--- config.mk ---
export PLATFORM = sky130hd
export DESIGN_NAME = led_pattern_sequencer_top
export DESIGN_NICKNAME = d
export VERILOG_FILES = /design/src/design/lps_pkg.sv /design/src/design/lps_cfg_regs.sv /design/src/design/lps_core.sv /design/src/design/led_pattern_sequencer_top.sv
export SDC_FILE = /design/constraint.sdc
export NUM_CORES = 1
export LEC_CHECK = 0
export ABC_CLOCK_PERIOD_IN_PS = 5540
export BUFFER_PORTS_ARGS = -buffer_cell sky130_fd_sc_hd__buf_2
export CAP_MARGIN = 0
export CORE_MARGIN = 2
export CORE_UTILIZATION = 56
export CTS_CLUSTER_SIZE = 40
export DETAILED_ROUTE_END_ITERATION = 10
export PLACE_DENSITY = 0.75
export SLEW_MARGIN = 25
export SYNTH_ARGS = -nofsm -noshare
export SYNTH_HDL_FRONTEND = slang
export SYNTH_SLANG_ARGS = --single-unit
--- constraint.sdc ---
create_clock -name i_clk -period 5.54 [get_ports i_clk]
set_input_delay 0.554 -clock i_clk [delete_from_list [all_inputs] [get_ports i_clk]]
set_output_delay 0.554 -clock i_clk [all_outputs]
set_load 0.01 [all_outputs]
--- src/design/lps_pkg.sv ---
// ----------------------------------------------------------------------------
// lps_pkg
// shared types and constants of the led pattern sequencer
// ----------------------------------------------------------------------------
package lps_pkg;

    localparam int LED_COUNT      = 8;
    localparam int LED_W          = LED_COUNT;
    localparam int POS_W          = 3;
    localparam int CFG_W          = 16;
    localparam int CFG_IDX_W      = 2;
    localparam int DWELL_BITS_DEF = 16;

    localparam logic [CFG_W-1:0] DWELL_RESET = 16'd150;
    localparam logic [LED_W-1:0] PAIR_BITS   = 8'h03;

    // highest lower-led position of the ping-pong pair
    localparam logic [POS_W-1:0] PAIR_POS_MAX = POS_W'(LED_COUNT - 2);
    localparam logic [POS_W-1:0] LED_TOP      = POS_W'(LED_COUNT - 1);

    // configuration register indexes
    localparam logic [CFG_IDX_W-1:0] CFG_DWELL_PINGPONG = 2'd0;
    localparam logic [CFG_IDX_W-1:0] CFG_DWELL_WAVE     = 2'd1;
    localparam logic [CFG_IDX_W-1:0] CFG_DWELL_EXPLODE  = 2'd2;

    typedef enum logic [1:0] {
        PH_WAVE_UP   = 2'd0,
        PH_WAVE_DOWN = 2'd1,
        PH_EXPLODE   = 2'd2,
        PH_COLLAPSE  = 2'd3
    } t_wave_phase;

    typedef struct packed {
        logic [CFG_W-1:0] dwell_pingpong;
        logic [CFG_W-1:0] dwell_wave;
        logic [CFG_W-1:0] dwell_explode;
    } t_cfg;

endpackage

--- src/design/lps_cfg_regs.sv ---
// ----------------------------------------------------------------------------
// lps_cfg_regs
// dwell configuration registers, written through a plain write port
// ----------------------------------------------------------------------------
module lps_cfg_regs
    import lps_pkg::*;
(
    input  logic                 i_clk,
    input  logic                 i_rst_n,
    input  logic                 i_cfg_we,
    input  logic [CFG_IDX_W-1:0] i_cfg_idx,
    input  logic [CFG_W-1:0]     i_cfg_wdata,
    output t_cfg                 o_cfg
);

    t_cfg r_cfg;
    t_cfg n_cfg;

    always_comb begin
        n_cfg = r_cfg;
        if (i_cfg_we) begin
            case (i_cfg_idx)
                CFG_DWELL_PINGPONG: n_cfg.dwell_pingpong = i_cfg_wdata;
                CFG_DWELL_WAVE:     n_cfg.dwell_wave     = i_cfg_wdata;
                CFG_DWELL_EXPLODE:  n_cfg.dwell_explode  = i_cfg_wdata;
                default:            n_cfg = r_cfg;  // unknown index ignored
            endcase
        end
    end

    always_ff @(posedge i_clk) begin
        if (!i_rst_n) begin
            r_cfg.dwell_pingpong <= DWELL_RESET;
            r_cfg.dwell_wave     <= DWELL_RESET;
            r_cfg.dwell_explode  <= DWELL_RESET;
        end else begin
            r_cfg <= n_cfg;
        end
    end

    assign o_cfg = r_cfg;

endmodule

--- src/design/lps_core.sv ---
// ----------------------------------------------------------------------------
// lps_core
// sequence state, pattern select and dwell counter, one tick per accept
// ----------------------------------------------------------------------------
module lps_core
    import lps_pkg::*;
#(
    parameter int DWELL_BITS = DWELL_BITS_DEF
) (
    input  logic             i_clk,
    input  logic             i_rst_n,
    input  logic             i_accept,
    input  logic             i_level,
    input  t_cfg             i_cfg,
    output logic [LED_W-1:0] o_pattern
);

    localparam int CW = ((DWELL_BITS > CFG_W) ? DWELL_BITS : CFG_W) + 1;
    localparam logic [CW-1:0] DWELL_CAP = {{(CW-1){1'b0}}, 1'b1} << DWELL_BITS;

    logic                  r_seen;
    logic                  r_last;
    logic [POS_W-1:0]      r_pair_pos;
    logic                  r_pair_rising;
    t_wave_phase           r_phase;
    logic [POS_W-1:0]      r_wave_idx;
    logic [DWELL_BITS-1:0] r_cnt;

    logic [POS_W-1:0]      n_pair_pos;
    logic                  n_pair_rising;
    t_wave_phase           n_phase;
    logic [POS_W-1:0]      n_wave_idx;
    logic [DWELL_BITS-1:0] n_cnt;

    // state as seen by this tick, after a possible restart
    logic                  restart;
    logic [POS_W-1:0]      pos;
    logic                  rising;
    t_wave_phase           phase;
    logic [POS_W-1:0]      idx;
    logic [DWELL_BITS-1:0] cnt;
    logic [1:0]            k;
    logic [CFG_W-1:0]      dwell_sel;
    logic [CW-1:0]         dwell_raw;
    logic [CW-1:0]         dwell_eff;
    logic [CW-1:0]         cnt_inc;
    logic                  advance;

    always_comb begin
        restart = !r_seen || (i_level != r_last);
        pos     = restart ? '0 : r_pair_pos;
        rising  = restart ? 1'b1 : r_pair_rising;
        phase   = restart ? PH_WAVE_UP : r_phase;
        idx     = restart ? '0 : r_wave_idx;
        cnt     = restart ? '0 : r_cnt;
        k       = idx[1:0];

        if (!i_level) begin
            o_pattern = PAIR_BITS << pos;
            dwell_sel = i_cfg.dwell_pingpong;
        end else if (phase == PH_WAVE_UP || phase == PH_WAVE_DOWN) begin
            o_pattern = {{(LED_W-1){1'b0}}, 1'b1} << idx;
            dwell_sel = i_cfg.dwell_wave;
        end else begin
            o_pattern = ({{(LED_W-1){1'b0}}, 1'b1} << (2'd3 - k))
                      | ({{(LED_W-1){1'b0}}, 1'b1} << ({1'b0, k} + 3'd4));
            dwell_sel = i_cfg.dwell_explode;
        end

        // zero acts as one, anything past the counter range is capped
        dwell_raw = {{(CW-CFG_W){1'b0}}, dwell_sel};
        if (dwell_raw == '0) begin
            dwell_eff = {{(CW-1){1'b0}}, 1'b1};
        end else if (dwell_raw > DWELL_CAP) begin
            dwell_eff = DWELL_CAP;
        end else begin
            dwell_eff = dwell_raw;
        end
        cnt_inc = {{(CW-DWELL_BITS){1'b0}}, cnt} + {{(CW-1){1'b0}}, 1'b1};
        advance = (cnt_inc >= dwell_eff);
        n_cnt   = advance ? '0 : cnt_inc[DWELL_BITS-1:0];

        n_pair_pos    = pos;
        n_pair_rising = rising;
        n_phase       = phase;
        n_wave_idx    = idx;

        if (advance && !i_level) begin
            if (rising) begin
                if (pos + 3'd1 >= PAIR_POS_MAX || pos == LED_TOP) begin
                    n_pair_pos    = PAIR_POS_MAX;
                    n_pair_rising = 1'b0;
                end else begin
                    n_pair_pos = pos + 3'd1;
                end
            end else begin
                if (pos == LED_TOP) begin
                    n_pair_pos = PAIR_POS_MAX;
                end else if (pos <= 3'd1) begin
                    n_pair_pos    = '0;
                    n_pair_rising = 1'b1;
                end else begin
                    n_pair_pos = pos - 3'd1;
                end
            end
        end else if (advance) begin
            case (phase)
                PH_WAVE_UP: begin
                    if (idx == LED_TOP) begin
                        n_wave_idx = PAIR_POS_MAX;
                        n_phase    = PH_WAVE_DOWN;
                    end else begin
                        n_wave_idx = idx + 3'd1;
                    end
                end
                PH_WAVE_DOWN: begin
                    if (idx == '0) begin
                        n_phase = PH_EXPLODE;
                    end else begin
                        n_wave_idx = idx - 3'd1;
                    end
                end
                PH_EXPLODE: begin
                    if (idx >= 3'd3) begin
                        n_wave_idx = 3'd2;
                        n_phase    = PH_COLLAPSE;
                    end else begin
                        n_wave_idx = idx + 3'd1;
                    end
                end
                default: begin
                    if (idx == '0) begin
                        n_phase = PH_WAVE_UP;
                    end else begin
                        n_wave_idx = idx - 3'd1;
                    end
                end
            endcase
        end
    end

    always_ff @(posedge i_clk) begin
        if (!i_rst_n) begin
            r_seen        <= 1'b0;
            r_last        <= 1'b0;
            r_pair_pos    <= '0;
            r_pair_rising <= 1'b1;
            r_phase       <= PH_WAVE_UP;
            r_wave_idx    <= '0;
            r_cnt         <= '0;
        end else if (i_accept) begin
            r_seen        <= 1'b1;
            r_last        <= i_level;
            r_pair_pos    <= n_pair_pos;
            r_pair_rising <= n_pair_rising;
            r_phase       <= n_phase;
            r_wave_idx    <= n_wave_idx;
            r_cnt         <= n_cnt;
        end
    end

    // pair never reaches the top position
    a_pair_pos_range: assert property (@(posedge i_clk) disable iff (!i_rst_n)
        r_pair_pos <= PAIR_POS_MAX)
        else $error("ping-pong pair position out of range");

    // direction flips at the ends
    a_pair_dir_ends: assert property (@(posedge i_clk) disable iff (!i_rst_n)
        ((r_pair_pos == PAIR_POS_MAX) |-> !r_pair_rising)
        and ((r_pair_pos == '0) |-> r_pair_rising))
        else $error("ping-pong direction wrong at an end");

    // explode and collapse only use distances zero to three
    a_explode_idx: assert property (@(posedge i_clk) disable iff (!i_rst_n)
        (r_phase == PH_EXPLODE || r_phase == PH_COLLAPSE) |-> (r_wave_idx <= 3'd3))
        else $error("explode distance out of range");

endmodule

--- src/design/led_pattern_sequencer_top.sv ---
// ----------------------------------------------------------------------------
// led_pattern_sequencer_top
// per-tick led chaser: ping-pong pair or wave / explode sequence
// ----------------------------------------------------------------------------
//
//  channel   direction  handshake           payload
//  -------   ---------  ------------------  -------------------------
//  tick in   input      i_valid / o_stall   i_switch_level (1 bit)
//  led out   output     o_valid / i_stall   o_led_pattern (8 bits)
//  config    input      i_cfg_we            i_cfg_idx, i_cfg_wdata
//
//  one tick beat per clock while o_stall is low; its pattern sits in the
//  output register on the next cycle
//  the per-tick update is a few small counters and a shift, done between
//  the sequence state registers and the output register
//  o_stall is high only while the output register holds an untaken beat
//  and the consumer stalls; a free or draining register takes a new beat
//  reset (i_rst_n, synchronous, active low) loads dwell 150 for all modes
//  and makes the first tick restart both sequences
//
module led_pattern_sequencer_top
    import lps_pkg::*;
#(
    parameter int DWELL_BITS = DWELL_BITS_DEF
) (
    input  logic                 i_clk,
    input  logic                 i_rst_n,
    // tick input
    input  logic                 i_valid,
    output logic                 o_stall,
    input  logic                 i_switch_level,
    // pattern output
    output logic                 o_valid,
    input  logic                 i_stall,
    output logic [LED_W-1:0]     o_led_pattern,
    // configuration write port
    input  logic                 i_cfg_we,
    input  logic [CFG_IDX_W-1:0] i_cfg_idx,
    input  logic [CFG_W-1:0]     i_cfg_wdata
);

    t_cfg             cfg;
    logic             accept;
    logic [LED_W-1:0] pattern;

    logic             r_out_valid;
    logic [LED_W-1:0] r_led;

    // output register full and not being drained
    assign o_stall = r_out_valid && i_stall;
    assign accept  = i_valid && !o_stall;

    lps_cfg_regs u_cfg (
        .i_clk       (i_clk),
        .i_rst_n     (i_rst_n),
        .i_cfg_we    (i_cfg_we),
        .i_cfg_idx   (i_cfg_idx),
        .i_cfg_wdata (i_cfg_wdata),
        .o_cfg       (cfg)
    );

    lps_core #(
        .DWELL_BITS (DWELL_BITS)
    ) u_core (
        .i_clk     (i_clk),
        .i_rst_n   (i_rst_n),
        .i_accept  (accept),
        .i_level   (i_switch_level),
        .i_cfg     (cfg),
        .o_pattern (pattern)
    );

    // output register: valid is control, pattern is payload only
    always_ff @(posedge i_clk) begin
        if (!i_rst_n) begin
            r_out_valid <= 1'b0;
        end else if (accept) begin
            r_out_valid <= 1'b1;
        end else if (!i_stall) begin
            r_out_valid <= 1'b0;
        end
    end

    always_ff @(posedge i_clk) begin
        if (accept) begin
            r_led <= pattern;
        end
    end

    assign o_valid       = r_out_valid;
    assign o_led_pattern = r_led;

    // every accepted tick gives a beat on the next cycle
    a_accept_gives_beat: assert property (@(posedge i_clk) disable iff (!i_rst_n)
        accept |=> o_valid)
        else $error("accepted tick produced no output beat");

    // no input taken while a pending beat is blocked
    a_no_overwrite: assert property (@(posedge i_clk) disable iff (!i_rst_n)
        (r_out_valid && i_stall) |-> !accept)
        else $error("pending beat overwritten");

    // a stalled beat keeps its valid and payload
    a_stall_holds: assert property (@(posedge i_clk) disable iff (!i_rst_n)
        (o_valid && i_stall) |=> (o_valid && $stable(o_led_pattern)))
        else $error("stalled beat changed");

endmodule
==> impl_metrics.tcl, run 1 <==
set metrics [dict create \
    min_period_ns 4.03 \
    dr_wl_met3_um 669 \
    final_antenna_net_count 0 \
    instances_no_fill 746 \
    slew_viol_final 0 \
    track_usage 0.264 \
    worst_pin_slew_ns 0.961 \
    critPathRequiredTime_ns 5.79 \
    drt_wl_total_mm 11.7 \
    intPower_uw 881 \
    ctsResizeCount 0 \
    via_count 4500 \
    boundaryPins 34 \
    die-area_mm2 0.00920 \
    p_clk_frac 0.377 \
    fin_crit_sh 0.728 \
    clk_pin_slew_ns 0.09 \
    status "completed" \
    routabilityCongestion 0.968 \
    finalSetupViolations 0 \
    synth_cells 622 \
    ys_ff_latch 84 \
    dr.first_iter.drc_count 281 \
    tns_ns 0 \
    nets 692 \
    fmax_mhz 248 \
    power_switching_share 0.272 \
    drcViolationCount 0 \
    rsz0062_at_grt "no" \
    io_buffers 33 \
    antenna_cells 0 \
    worstSetupStartpointType "flip-flop" \
    vias_per_cell 6.03 \
    syn_nets 678 \
    p_leak_uw 0.00211 \
    top_layer "met4" \
    ys_top_cells_by_count "nand2_1 (157), dfxtp_1 (76), a21oi_1 (67)" \
    post-cts-setup-buffer-count 0 \
    synthTopCellsByArea "dfxtp_1 (32%), nand2_1 (12%), ha_1 (8.5%)" \
    syn_area_mm2 0.00473 \
    peakVddDrop_mv 0.128 \
    yosys_most_used_dff "dfxtp_1" \
    p_comb_frac 0.092 \
    drive_gt1_frac 0.106 \
    overflow 0 \
    path_class "reg -> reg" \
    cts_tree "done" \
    synth_top_cell_area_share 0.321 \
    async_reset_ff_frac 0 \
    initial_core_util 0.576 \
    cellPowerDensity_mw_per_mm2 235 \
    firstDrtPassIters 5 \
    die_w_um 95.9 \
    min_path_type "in -> reg" \
    cap_violations 0 \
    synth_edf_count 8 \
    rows 33 \
    arrival_ns 4.28 \
    yosysUniqueCellTypes 64 \
    grt_pass1_vias 4014 \
    critPathMaxFanout 16 \
    end_kind "flip-flop" \
    seq_area_frac_synth 0.372 \
    finalPower_uw 1210 \
    m1WireLength_mm 5.22 \
    synth_area_per_cell_um2 7.61 \
    wl_per_cell_um 15.7 \
    numCtsBuffers 9 \
    place_area_mm2 0.00494 \
    synth_most_common_cell "nand2_1" \
    die_h_um 95.9 \
    met2WireLength_mm 5.51 \
    p_switching_uw 329 \
    seq_power_share 0.531 \
    synth_largest_area_cell "dfxtp_1" \
    max-slew-margin-rel 0.358 \
    finalHoldViolCount 0 \
    insertion_delay_ns 0.36 \
    fillers 739 \
    grt_max_degree 56 \
    hold_buffers 0 \
    max-clock-path-buffers 2 \
    grt_antenna_before_repair 0 \
    grt_pass1_wl_mm 19.1 \
    synth_warnings 0 \
    root_buffer "clkbuf_8" \
    utilization 0.626 \
    place_hpwl_mm 8.28 \
    core_area_mm2 0.00822 \
    final_area_mm2 0.00514 \
    dp.cells 730 \
    cts_max_level 3 \
    area_growth_syn_to_layout_pct 8.64 \
    cts.sinks 84 \
    finClkSkew_ns 0.0161 \
]
==> through the flow <==
| stage | worst slack, ns | hold WS [ns] |
|---|---|---|
| floorplan | 1.37 | 0.433 |
| global placement | 1.31 | 0.444 |
| detailed placement | 1.26 | 0.447 |
| CTS | 1.53 | 0.414 |
| global route | 1.21 | 0.422 |
| finish | 1.51 | 0.421 |
==> kinds of logic after synthesis <==
| group | synth area share |
|---|---|
| flip-flops | 0.372 |
| AND/OR/NAND/NOR | 0.268 |
| multiplexers | 0.0211 |
| AO/OA/AOI/OAI | 0.189 |
| adder cells (fa/ha/maj) | 0.0846 |
| buffers and inverters | 0.0449 |
| XOR/XNOR | 0.0201 |
==> power by group through the flow <==
stage | Sequential, uW | Combinational (uW) | Clock (uW)
2_1_floorplan | 653 | 73.1 | 0
3_3_place_gp | 656 | 107 | 0
3_5_place_dp | 656 | 110 | 0
4_1_cts | 642 | 111 | 464
5_1_grt | 645 | 125 | 485
6_report | 642 | 111 | 456
==> layout by cell type (no fill, tap or decap), types with 3 or more instances in the layout <==
master       n
nand2_1    157
dfxtp_1     76
a21oi_1     67
nand3_1     40
nor2_1      40
buf_2       33
ha_1        32
o21ai_0     26
inv_1       17
mux2i_1     10
a22oi_1     10
clkbuf_8     9
xor2_1       8
edfxtp_1     8
nand4_1      7
a32o_1       7
buf_4        7
nor3_1       6
or3_1        6
a31oi_1      5
or4_1        4
o22ai_1      4
nor4_1       3
o31ai_1      3
and3_1       3
o21a_1       3
o2111ai_1    3
==> worst paths after layout <==
| kind | start | endpoint | slack (ns) | depth (start not counted) |
|---|---|---|---|---|
| setup reg to reg | u_core.r_last | u_core.r_wave_idx[0] | 1.51 | 16 |
| setup / recovery | u_core.r_last | u_core.r_wave_idx[0] | 1.51 | 16 |
| hold / removal | i_valid | o_valid | 0.42 | 2 |
| hold reg to reg | u_cfg.o_cfg[25] | u_cfg.o_cfg[25] | 0.46 | 2 |
==> cell type report <==
cell class,instances,area [um2],area share
Tap cell,105,131,0.0255
Inverter,18,67.6,0.0131
Sequential cell,84,1760,0.343
Multi-Input combinational cell,483,2760,0.536
Timing Repair Buffer,40,218,0.0423
Clock buffer,9,124,0.0241
Clock inverter,7,81.3,0.0158
==> state kept, by name (all words and copies together) (netlist names) <==
register              count
u_core.r_pair_rising      1
u_core.r_last             1
u_cfg.o_cfg              48
u_core.r_pair_pos         3
o_led_pattern             8
o_valid                   1
u_core.r_cnt             16
u_core.r_wave_idx         3
u_core.r_seen             1
u_core.r_phase            2
==> per-layer routing <==
metal / vias to the layer above / track usage
li1: 2212 / -
met1: 2112 / 0.356
met2: 148 / 0.421
met3: 28 / 0.0384
met4: 0 / 0.118
met5: - / 0
==> critical path, cell delays in order (launching register included) <==
cell and delay, ns:
dfxtp_1 0.37, xnor2_2 0.32, and2_0 0.18, buf_4 0.23
nand2_1 0.10, inv_1 0.11, ha_1 0.29, nand4_2 0.18
xor2_1 0.17, nor2_1 0.21, ha_1 0.20, nand2_1 0.08
or3_1 0.37, a211oi_1 0.36, or2_1 0.31, nand2_1 0.11
o311a_1 0.34
No activity file was read; power rests on OpenSTA's default activity.
==> inputs of run 2 (changes only) <==
Settings changed: ABC_AREA set to 1, ABC_CLOCK_PERIOD_IN_PS 5540 to 3250, CORE_UTILIZATION 56 to 55, PLACE_DENSITY 0.75 to 0.77.
Clock period 5.54 ns to 3.25 ns, I/O delays scaled along.
==> impl_metrics.tcl, run 2 <==
set metrics [dict create \
    status "complete, but fails checks" \
    violations "negative setup slack" \
    fmax_mhz 300 \
    nets 831 \
    grt_pass1_wl_mm 21.4 \
    syn_nets 767 \
    final_antenna_net_count 0 \
    ff2ff_setup_slack_ns -0.09 \
    cts_tree "done" \
    synth_area_per_cell_um2 6.89 \
    ys_top_cells_by_count "nand2_1 (164), nor2_1 (114), dfxtp_1 (76)" \
    r2r_end "u_core.r_pair_pos[2]" \
    area_growth_syn_to_layout_pct 21.3 \
    initial_core_util 0.564 \
    finClkSkew_ns 0.0105 \
    cellPowerDensity_mw_per_mm2 389 \
    numCtsBuffers 9 \
    core_area_mm2 0.00868 \
    slew_viol_final 0 \
    critPathMaxFanout 14 \
    dp.cells 860 \
    synth_most_common_cell "nand2_1" \
    async_reset_ff_frac 0 \
    cts_max_level 3 \
    fin_crit_sh 1.03 \
    synth_top_cell_area_share 0.311 \
    synth_warnings 0 \
    via_count 4978 \
    instances_no_fill 888 \
    grt_pass1_vias 4606 \
    synth_compound_area_frac 0.139 \
    holdWs_ns 0.196 \
    min_path_type "in -> reg" \
    peakVddDrop_mv 0.354 \
    critPathRequiredTime_ns 3.54 \
    synth_largest_area_cell "dfxtp_1" \
    insertion_delay_ns 0.37 \
    end_kind "flip-flop" \
    path_class "reg -> reg" \
    crit_chain "xnor2_4 -> nand2_4 -> buf_6 -> inv_4 -> buf_12 -> nand2_1 -> nor2_1 -> nand3_1 -> nor3_1 -> nand2_1 -> xor2_2 -> ha_1 -> nand4_1 -> o21bai_1 -> nor2_2 -> nand2_8 -> buf_6 -> nand3b_1 -> nand3_1 -> a21oi_1" \
    grt_antenna_before_repair 0 \
    largest_register_ffs 48 \
    synthTopCellsByArea "dfxtp_1 (31%), nand2_1 (13%), nor2_1 (8.7%)" \
    antenna_cells 0 \
    max-clock-path-buffers 2 \
    synth_mux_area_frac 0 \
    max-slew-margin-rel 0.459 \
    drt_wl_total_mm 12.9 \
    dr.first_iter.drc_count 336 \
    seq_area_frac_synth 0.360 \
    p_leak_uw 0.00270 \
    crit_path_start "u_core.r_last" \
    ys_ff_latch 84 \
    yosysUniqueCellTypes 40 \
    synth_top_family_by_area "simple AND/OR/NAND/NOR gates" \
    routabilityCongestion 0.927 \
    vias_per_cell 5.61 \
    finalSetupViolations 17 \
    synth_cells 711 \
    worst_slack_ns -0.0870 \
    cp_slowest_stage_delay_ns 0.37 \
    wl_per_cell_um 14.5 \
    cts.sinks 84 \
    min_period_ns 3.34 \
    r2r_start "u_core.r_last" \
    boundaryPins 34 \
    firstDrtPassIters 7 \
    worst_pin_slew_ns 0.810 \
    grt_max_degree 56 \
    die-area_mm2 0.00967 \
    drcViolationCount 0 \
    synth_edf_count 8 \
    yosys.area_share.simple 0.315 \
    overflow 0 \
    rows 34 \
    io_buffers 33 \
    final_area_mm2 0.00594 \
    syn_area_mm2 0.00490 \
    final_cell_mix "nand2_1 (156), nor2_1 (109), dfxtp_1 (75)" \
    cap_violations 0 \
    root_buffer "clkbuf_8" \
    endpoint "u_core.r_pair_pos[2]" \
    worstSetupStartpointType "flip-flop" \
    clk_pin_slew_ns 0.09 \
    finalPower_uw 2310 \
    cp_slowest_cell "dfxtp_4" \
    reg2reg_depth 20 \
    die_w_um 98.4 \
    yosys_most_used_dff "dfxtp_1" \
    track_usage 0.270 \
    finalHoldViolCount 0 \
    arrival_ns 3.62 \
    place_area_mm2 0.00543 \
    die_h_um 98.4 \
    synthAdderAreaFrac 0.0818 \
    synth_xor_xnor_area_share 0.0248 \
    drive_gt1_frac 0.204 \
    place_hpwl_mm 8.74 \
    rsz0062_at_grt "yes" \
    layout_commonest_cell "nand2_1" \
]
==> run 2: layout make-up <==
class	count	area (um2)
inverter	64	245
fill	730	2740
tap	108	135
clock inverter	6	93.8
timing repair buffer	83	586
clock buffer	10	138
multi-input combinational	533	2980
sequential	84	1770
==> run 2: critical path, delay by kind of cell, from the launching register on <==
family / cells / cell delay, ns
buffers and inverters: 4 / 0.53
XOR/XNOR: 2 / 0.35
AND/OR/NAND/NOR: 11 / 1.42
adder cells (fa/ha/maj): 1 / 0.35
AO/OA/AOI/OAI: 2 / 0.24
flip-flops: 1 / 0.37
==> run 2: per-stage QoR <==
stage / util / TNS [ns] / setup slack [ns]
final: 0.684 / -0.437 / -0.0870
after global routing: 0.684 / -5.35 / -0.268
after global placement: 0.626 / -3.61 / -0.203
after CTS: 0.674 / -0.0886 / -0.0207
after floorplan: - / -2.66 / -0.180
after detailed placement: 0.626 / -7.84 / -0.380
==> run 2: routing by layer <==
metal | up-vias | part of all wire | GRT usage | wire length, um
li1 | 2443 | - | - | -
met1 | 2286 | 0.42 | 0.347 | 5450
met2 | 221 | 0.48 | 0.456 | 6190
met3 | 28 | 0.075 | 0.0501 | 967
met4 | 0 | 0.020 | 0.0969 | 263
met5 | - | 0 | 0 | 0
==> run 2: where the power goes <==
group / internal, uW / leakage, uW / switching [uW] / total [uW]
Sequential: 1090 / 0.000699 / 22.6 / 1110
Combinational: 117 / 0.00188 / 196 / 313
Clock: 464 / 0.000119 / 419 / 883
Total: 1670 / 0.00270 / 637 / 2310
==> run 2: cells by family (layout without fill, tap and decap cells) <==
| family | count (synthesis) | after routing |
|---|---|---|
| XOR/XNOR | 10 | 10 |
| AND/OR/NAND/NOR | 362 | 364 |
| AO/OA/AOI/OAI | 127 | 127 |
| adder cells (fa/ha/maj) | 32 | 32 |
| buffers and inverters | 96 | 163 |
| flip-flops | 84 | 84 |
==> run 2: timing repair <==
| action | 4_1_cts | 5_1_grt |
|---|---|---|
| setup buffers | 7 | 3 |
| pin swaps | 27 | 15 |
| hold endpoints to repair | 0 | 0 |
| cloned | 2 | 0 |
| endpoints found under the setup margin | 25 | 25 |
| hold buffers | 0 | 0 |
| resized for setup | 33 | 16 |
==> run 2: worst min-delay path by stage <==
stage	start	endpoint	slack [ns]	cells past startpoint
finish	i_cfg_wdata[4]	u_cfg.o_cfg[36]	0.20	3
global route	i_cfg_wdata[4]	u_cfg.o_cfg[36]	0.20	3
global placement	u_cfg.o_cfg[18]	u_cfg.o_cfg[18]	0.44	2
floorplan	u_cfg.o_cfg[17]	u_cfg.o_cfg[17]	0.42	2
detailed placement	u_cfg.o_cfg[17]	u_cfg.o_cfg[17]	0.45	2
CTS	i_cfg_wdata[4]	u_cfg.o_cfg[36]	0.19	3
